### src/rtl/core/prnc_pkg.sv
package prnc_pkg;

  // Field widths
  localparam int COORD_W = 16;
  localparam int IDX_W   = 6;
  localparam int CNT_W   = 6;
  localparam int SUM_W   = 12;
  localparam int FILL_W  = 7;
  localparam int CUT_W   = 32;
  localparam int SQ_W    = 2 * COORD_W;

  // Register file
  localparam int PADDR_W = 3;
  localparam int PDATA_W = 32;
  localparam logic REG_BOX    = 1'b0;
  localparam logic REG_CUTOFF = 1'b1;
  localparam logic [COORD_W-1:0] BOX_RESET = 16'd10240;
  localparam logic [CUT_W-1:0]   CUT_RESET = 32'd1048576;

  // Cycles to empty the pair pipeline after the last rotation
  localparam int DRAIN_W = 2;
  localparam logic [DRAIN_W-1:0] DRAIN_LAST = 2'd3;

  typedef struct packed {
    logic [COORD_W-1:0] x_pos;
    logic [COORD_W-1:0] y_pos;
    logic               last_point;
  } point_t;

  typedef struct packed {
    logic [IDX_W-1:0] point_index;
    logic [CNT_W-1:0] neighbor_total;
    logic [SUM_W-1:0] degree_sum;
    logic             last_result;
  } result_t;

  // Point as it travels between cells
  typedef struct packed {
    logic               valid;
    logic [COORD_W-1:0] x;
    logic [COORD_W-1:0] y;
  } move_t;

  // Sequencer controls broadcast to every cell
  typedef struct packed {
    logic              write_en;
    logic [FILL_W-1:0] write_idx;
    logic [FILL_W-1:0] n_points;
    logic              prep;
    logic              rotate;
    logic              rot_first;
    logic              pair_en;
    logic              emit;
  } ctrl_t;

endpackage

### src/rtl/core/prnc_cell.sv
module prnc_cell #(
  parameter int INDEX      = 0
) (
  input  logic                           clk,
  input  logic                           rst,
  input  prnc_pkg::ctrl_t                ctrl,
  input  logic [prnc_pkg::COORD_W-1:0]   box,
  input  logic [prnc_pkg::CUT_W-1:0]     cutoff,
  input  logic [prnc_pkg::COORD_W-1:0]   wr_x,
  input  logic [prnc_pkg::COORD_W-1:0]   wr_y,
  input  prnc_pkg::move_t                stat_prev,
  input  prnc_pkg::move_t                mov_prev,
  output prnc_pkg::move_t                stat_out,
  output prnc_pkg::move_t                mov_out,
  input  logic [prnc_pkg::CNT_W-1:0]     cnt_in,
  output logic [prnc_pkg::CNT_W-1:0]     cnt_out
);

  localparam logic [prnc_pkg::FILL_W-1:0] MY_IDX = prnc_pkg::FILL_W'(INDEX);

  // Saturate a coordinate to one LSB below the box side
  function automatic logic [prnc_pkg::COORD_W-1:0] clamp_coord(
    input logic [prnc_pkg::COORD_W-1:0] c,
    input logic [prnc_pkg::COORD_W-1:0] b
  );
    logic [prnc_pkg::COORD_W-1:0] r;
    if (b == '0) begin
      r = '0;
    end else if (c >= b) begin
      r = b - 1'b1;
    end else begin
      r = c;
    end
    return r;
  endfunction

  // Minimum-image magnitude of m - s
  function automatic logic [prnc_pkg::COORD_W-1:0] fold_abs(
    input logic [prnc_pkg::COORD_W-1:0] m,
    input logic [prnc_pkg::COORD_W-1:0] s,
    input logic [prnc_pkg::COORD_W-1:0] b
  );
    logic signed [prnc_pkg::COORD_W+1:0] d;
    logic signed [prnc_pkg::COORD_W+1:0] twice;
    logic signed [prnc_pkg::COORD_W+1:0] lim;
    logic signed [prnc_pkg::COORD_W+1:0] f;
    d     = $signed({2'b00, m}) - $signed({2'b00, s});
    twice = d <<< 1;
    lim   = $signed({2'b00, b});
    if (twice > lim) begin
      f = d - lim;
    end else if (twice < -lim) begin
      f = d + lim;
    end else begin
      f = d;
    end
    if (f < 0) begin
      f = -f;
    end
    return f[prnc_pkg::COORD_W-1:0];
  endfunction

  logic [prnc_pkg::COORD_W-1:0] sx, sy;
  logic                         svalid;
  prnc_pkg::move_t              mov;
  logic                         a_valid, b_valid;
  logic [prnc_pkg::COORD_W-1:0] a_dx, a_dy;
  logic [prnc_pkg::SQ_W-1:0]    b_sqx, b_sqy;
  logic [prnc_pkg::SQ_W:0]      d2;
  logic                         hit;
  logic [prnc_pkg::CNT_W-1:0]   cnt;

  // Resident point: loaded on its own index, saturated before the sweep
  always_ff @(posedge clk) begin
    if (ctrl.write_en && ctrl.write_idx == MY_IDX) begin
      sx <= wr_x;
      sy <= wr_y;
    end else if (ctrl.prep) begin
      sx <= clamp_coord(sx, box);
      sy <= clamp_coord(sy, box);
    end
  end

  always_ff @(posedge clk) begin
    if (rst) begin
      svalid <= 1'b0;
    end else if (ctrl.prep) begin
      svalid <= MY_IDX < ctrl.n_points;
    end
  end

  // Traveling point: first takes the left neighbor's resident, then rotates
  always_ff @(posedge clk) begin
    if (ctrl.rotate) begin
      mov <= ctrl.rot_first ? stat_prev : mov_prev;
    end
  end

  // Pair pipeline: fold, square, compare
  always_ff @(posedge clk) begin
    if (rst) begin
      a_valid <= 1'b0;
      b_valid <= 1'b0;
    end else begin
      a_valid <= ctrl.pair_en && svalid && mov.valid;
      b_valid <= a_valid;
    end
  end

  always_ff @(posedge clk) begin
    a_dx  <= fold_abs(mov.x, sx, box);
    a_dy  <= fold_abs(mov.y, sy, box);
    b_sqx <= prnc_pkg::SQ_W'(a_dx) * prnc_pkg::SQ_W'(a_dx);
    b_sqy <= prnc_pkg::SQ_W'(a_dy) * prnc_pkg::SQ_W'(a_dy);
  end

  assign d2  = {1'b0, b_sqx} + {1'b0, b_sqy};
  assign hit = d2 <= {1'b0, cutoff};

  // Neighbor count; shifts toward cell 0 while results go out
  always_ff @(posedge clk) begin
    priority if (ctrl.prep) begin
      cnt <= '0;
    end else if (ctrl.emit) begin
      cnt <= cnt_in;
    end else if (b_valid && hit) begin
      cnt <= cnt + 1'b1;
    end
  end

  assign stat_out = '{valid: svalid, x: sx, y: sy};
  assign mov_out  = mov;
  assign cnt_out  = cnt;

endmodule

### config.mk
export PLATFORM = sky130hd
export DESIGN_NAME = prnc_cell
export DESIGN_NICKNAME = d
export VERILOG_FILES = /design/src/rtl/core/prnc_pkg.sv /design/src/rtl/core/prnc_cell.sv
export SDC_FILE = /design/constraint.sdc
export NUM_CORES = 2
export LEC_CHECK = 0
export ABC_AREA = 0
export BUFFER_PORTS_ARGS = -buffer_cell sky130_fd_sc_hd__buf_4
export CAP_MARGIN = 20
export CELL_PAD_IN_SITES_DETAIL_PLACEMENT = 1
export CELL_PAD_IN_SITES_GLOBAL_PLACEMENT = 2
export CORE_MARGIN = 5
export CORE_UTILIZATION = 35
export CTS_CLUSTER_DIAMETER = 200
export DETAILED_ROUTE_END_ITERATION = 6
export GPL_ROUTABILITY_DRIVEN = 0
export GPL_TIMING_DRIVEN = 0
export PLACE_DENSITY = 0.85
export SLEW_MARGIN = 20
export SYNTH_ARGS = -nofsm -noshare
export SYNTH_HDL_FRONTEND = slang
export SYNTH_SLANG_ARGS = --single-unit
### constraint.sdc
create_clock -name clk -period 6.5 [get_ports clk]
set_input_delay 0.325 -clock clk [delete_from_list [all_inputs] [get_ports clk]]
set_output_delay 0.325 -clock clk [all_outputs]
set_load 0.05 [all_outputs]
==> impl_results.md <==
* H-tree lvl count at 4
* Final core occ at 0.406
* Syn_area_per_cell at approximately 9 um2
* Yosys reg bits at between 150 and 200
* WL final at 98.4 mm
* Tmin final at approximately 6.3 ns
* Status: finished clean
* Commonest cells post-synth: inv_1 (653), ha_1 (459), fa_1 (332), nand2_1 (230)
* Drt pass-1 iters at 5
* CTS tree: done
* Top sig layer: met5
* Clk_lat worst skew at ~0.49 ns
* Clock transition at the registers of the reported paths at 0.06 ns
* Worst Hold Class: input pin to flip-flop
* Critical Path Start Type: flip-flop
* DR iter-0 viols at just over 1000
* Layout cells sized above 1 at 0.143
* Met2 wire length at 48.1 mm
* Routed met3 length at 5.47 mm
* Aggregate global routing overflow at 0
* Post-DR vias/cell at ~5.2
* IO Port Bufs at 243
* Yosys warnings at 0
* Synth top area share at 0.221
* Largest net degree at the start of global routing at 34
* Rows at approximately 110
* Vias in the first global route at approximately 28000
* Netlist Area Pre-Place at about 0.03 mm2
* F_max at around 160 MHz
* Period utilisation layout at 0.968
* Hold Violations, Final at 0
* Routed len/inst at 20.3 um
* Synth unique cells at roughly 100
* CP max FO at 10
* EDFF count, synth at 65
* Slew Viols, Final at 0
* WP data required at between 6 and 7 ns
* CP Capture Type: flip-flop
* Die ar. at 0.0919 mm2
* Synthesized instance count at 3398
* Final setup vio count at 0
* CTS Buffer Depth at 2
* Initial Util at 0.353
* DR vias at about 25000
* Die H at between 300 and 400 um
* First-pass GRT wire length at 153 mm
* DP Cell Count at about 4800
* Asr flop ratio synth at 0
* Placed Area at between 0.03 and 0.04 mm2
* Antenna violations before repair at 7
* Layout Cells excl Fill at around 4800
* DR DRC count at 0
* Synth Flop Type: dfxtp_1
* Max-Cap Viols at 0
* Hold WS at between 0.06 and 0.07 ns
* Synth area leader: fa_1
* WL met1 at roughly 42 mm
* Post-synthesis sequential area ratio at 0.133
* Worst-Margin Slew at ~1.2 ns
* DPL Wire Length at 82.2 mm
* Post-Syn Nets at 4363
* Nets@finish at roughly 4600
* Rel. slew slack at 0.232
* Layout Cell Area excl Fill at 0.0346 mm2
* TritonCTS Buffers at 17
* Clock root cell: clkbuf_16
* Crit path kind: flip-flop to flip-flop
* Critical path arrival at about 6.7 ns
* Final ANT Viol Nets at 0
* Count leader, synth: inv_1
* Total track usage at 0.214
* Main area contributors after synthesis: fa_1 (22%), ha_1 (19%), inv_1 (8.1%)
* Placeable Area at around 0.085 mm2
* Area Overhead vs Synth at 15.1%
* Die Wd at 303 um
* I/O pin cnt at ~250
* Num Clock Sinks at roughly 170
* Clock skew at 0.0216 ns
[kinds of logic (layout without fill, tap and decap cells)]
logic type,count (synthesis),count (layout),synth area share
AND/OR/NAND/NOR,792,792,0.132
adder cells (fa/ha/maj),791,791,0.412
buffers and inverters,739,1034,0.0939
AO/OA/AOI/OAI,684,684,0.160
XOR/XNOR,181,181,0.0527
flip-flops,168,168,0.133
multiplexers,43,43,0.0158
other,0,2,0
[registers in the layout, summed over array words and instances (netlist names)]
name and count:
a_dx 16, a_dy 16, a_valid 1, b_sqx 31, b_sqy 31, b_valid 1
cnt_out 6, mov_out 33, svalid 1, sx 16, sy 16
[layout by cell type (no fill, tap or decap), types with 90 or more instances in the layout]
cell type / instances
a21o_1: 115
a21oi_1: 166
and2_1: 90
buf_4: 275
fa_1: 332
ha_1: 454
inv_1: 646
nand2_1: 222
nor2_1: 173
xnor2_1: 121
[timing repair]
action | in CTS | in global routing
resized for setup | 102 | 116
buffers inserted | 10 | 15
endpoints found under the setup margin | 33 | 30
hold endpoints to repair | 1 | 0
hold buffers | 1 | 0
pin swaps | 14 | 26
[metal layers]
layer / vias to the layer above / track usage
met2: 608 / 0.382
met5: - / 0
met3: 112 / 0.0391
met1: 12700 / 0.268
met4: 4 / 0.0515
li1: 11900 / -
[through the flow]
step                setup TNS [ns]  worst slack (ns)
floorplan                        0             0.335
global placement            -13.11             -1.12
detailed placement          -15.57             -1.22
CTS                              0           0.00165
global route               -0.0181           -0.0179
finish                           0             0.211
[critical path, cell delays in order, from the launching register on]
cell	delay (ns)
dfxtp_1	0.40
clkbuf_4	0.27
nand2_1	0.09
fa_1	0.50
fa_1	0.55
inv_1	0.05
fa_1	0.50
inv_1	0.06
fa_1	0.57
fa_1	0.44
fa_1	0.51
inv_1	0.06
ha_1	0.33
and3_4	0.20
nor2_1	0.13
a21oi_2	0.12
a311oi_2	0.35
o211ai_1	0.14
buf_4	0.16
a31oi_2	0.23
a21oi_2	0.10
a21o_1	0.20
a21oi_2	0.14
xnor2_1	0.12
[final cells by class]
class	count	area [um2]
Sequential cell	168	4100
Clock buffer	18	429
Buffer	75	519
Fill cell	10100	50700
Tap cell	1144	1430
Timing Repair Buffer	270	2050
Clock inverter	14	98.8
Inverter	657	2470
Antenna cell	2	5.00
Multi-Input combinational cell	2491	23500
[path summary, 6_finish.rpt]
check / from / end / slack (ns) / depth (start not counted)
hold reg to reg: a_dy[0] / b_sqy[0] / 0.46 / 0
setup / recovery: a_dy[12] / b_sqy[31] / 0.21 / 23
hold / removal: ctrl[0] / cnt_out[5] / 0.07 / 2
setup reg to reg: a_dy[12] / b_sqy[31] / 0.21 / 23
Power is not shown: default switching activity piles up to over one toggle a cycle in this logic, so the estimate is an artifact.
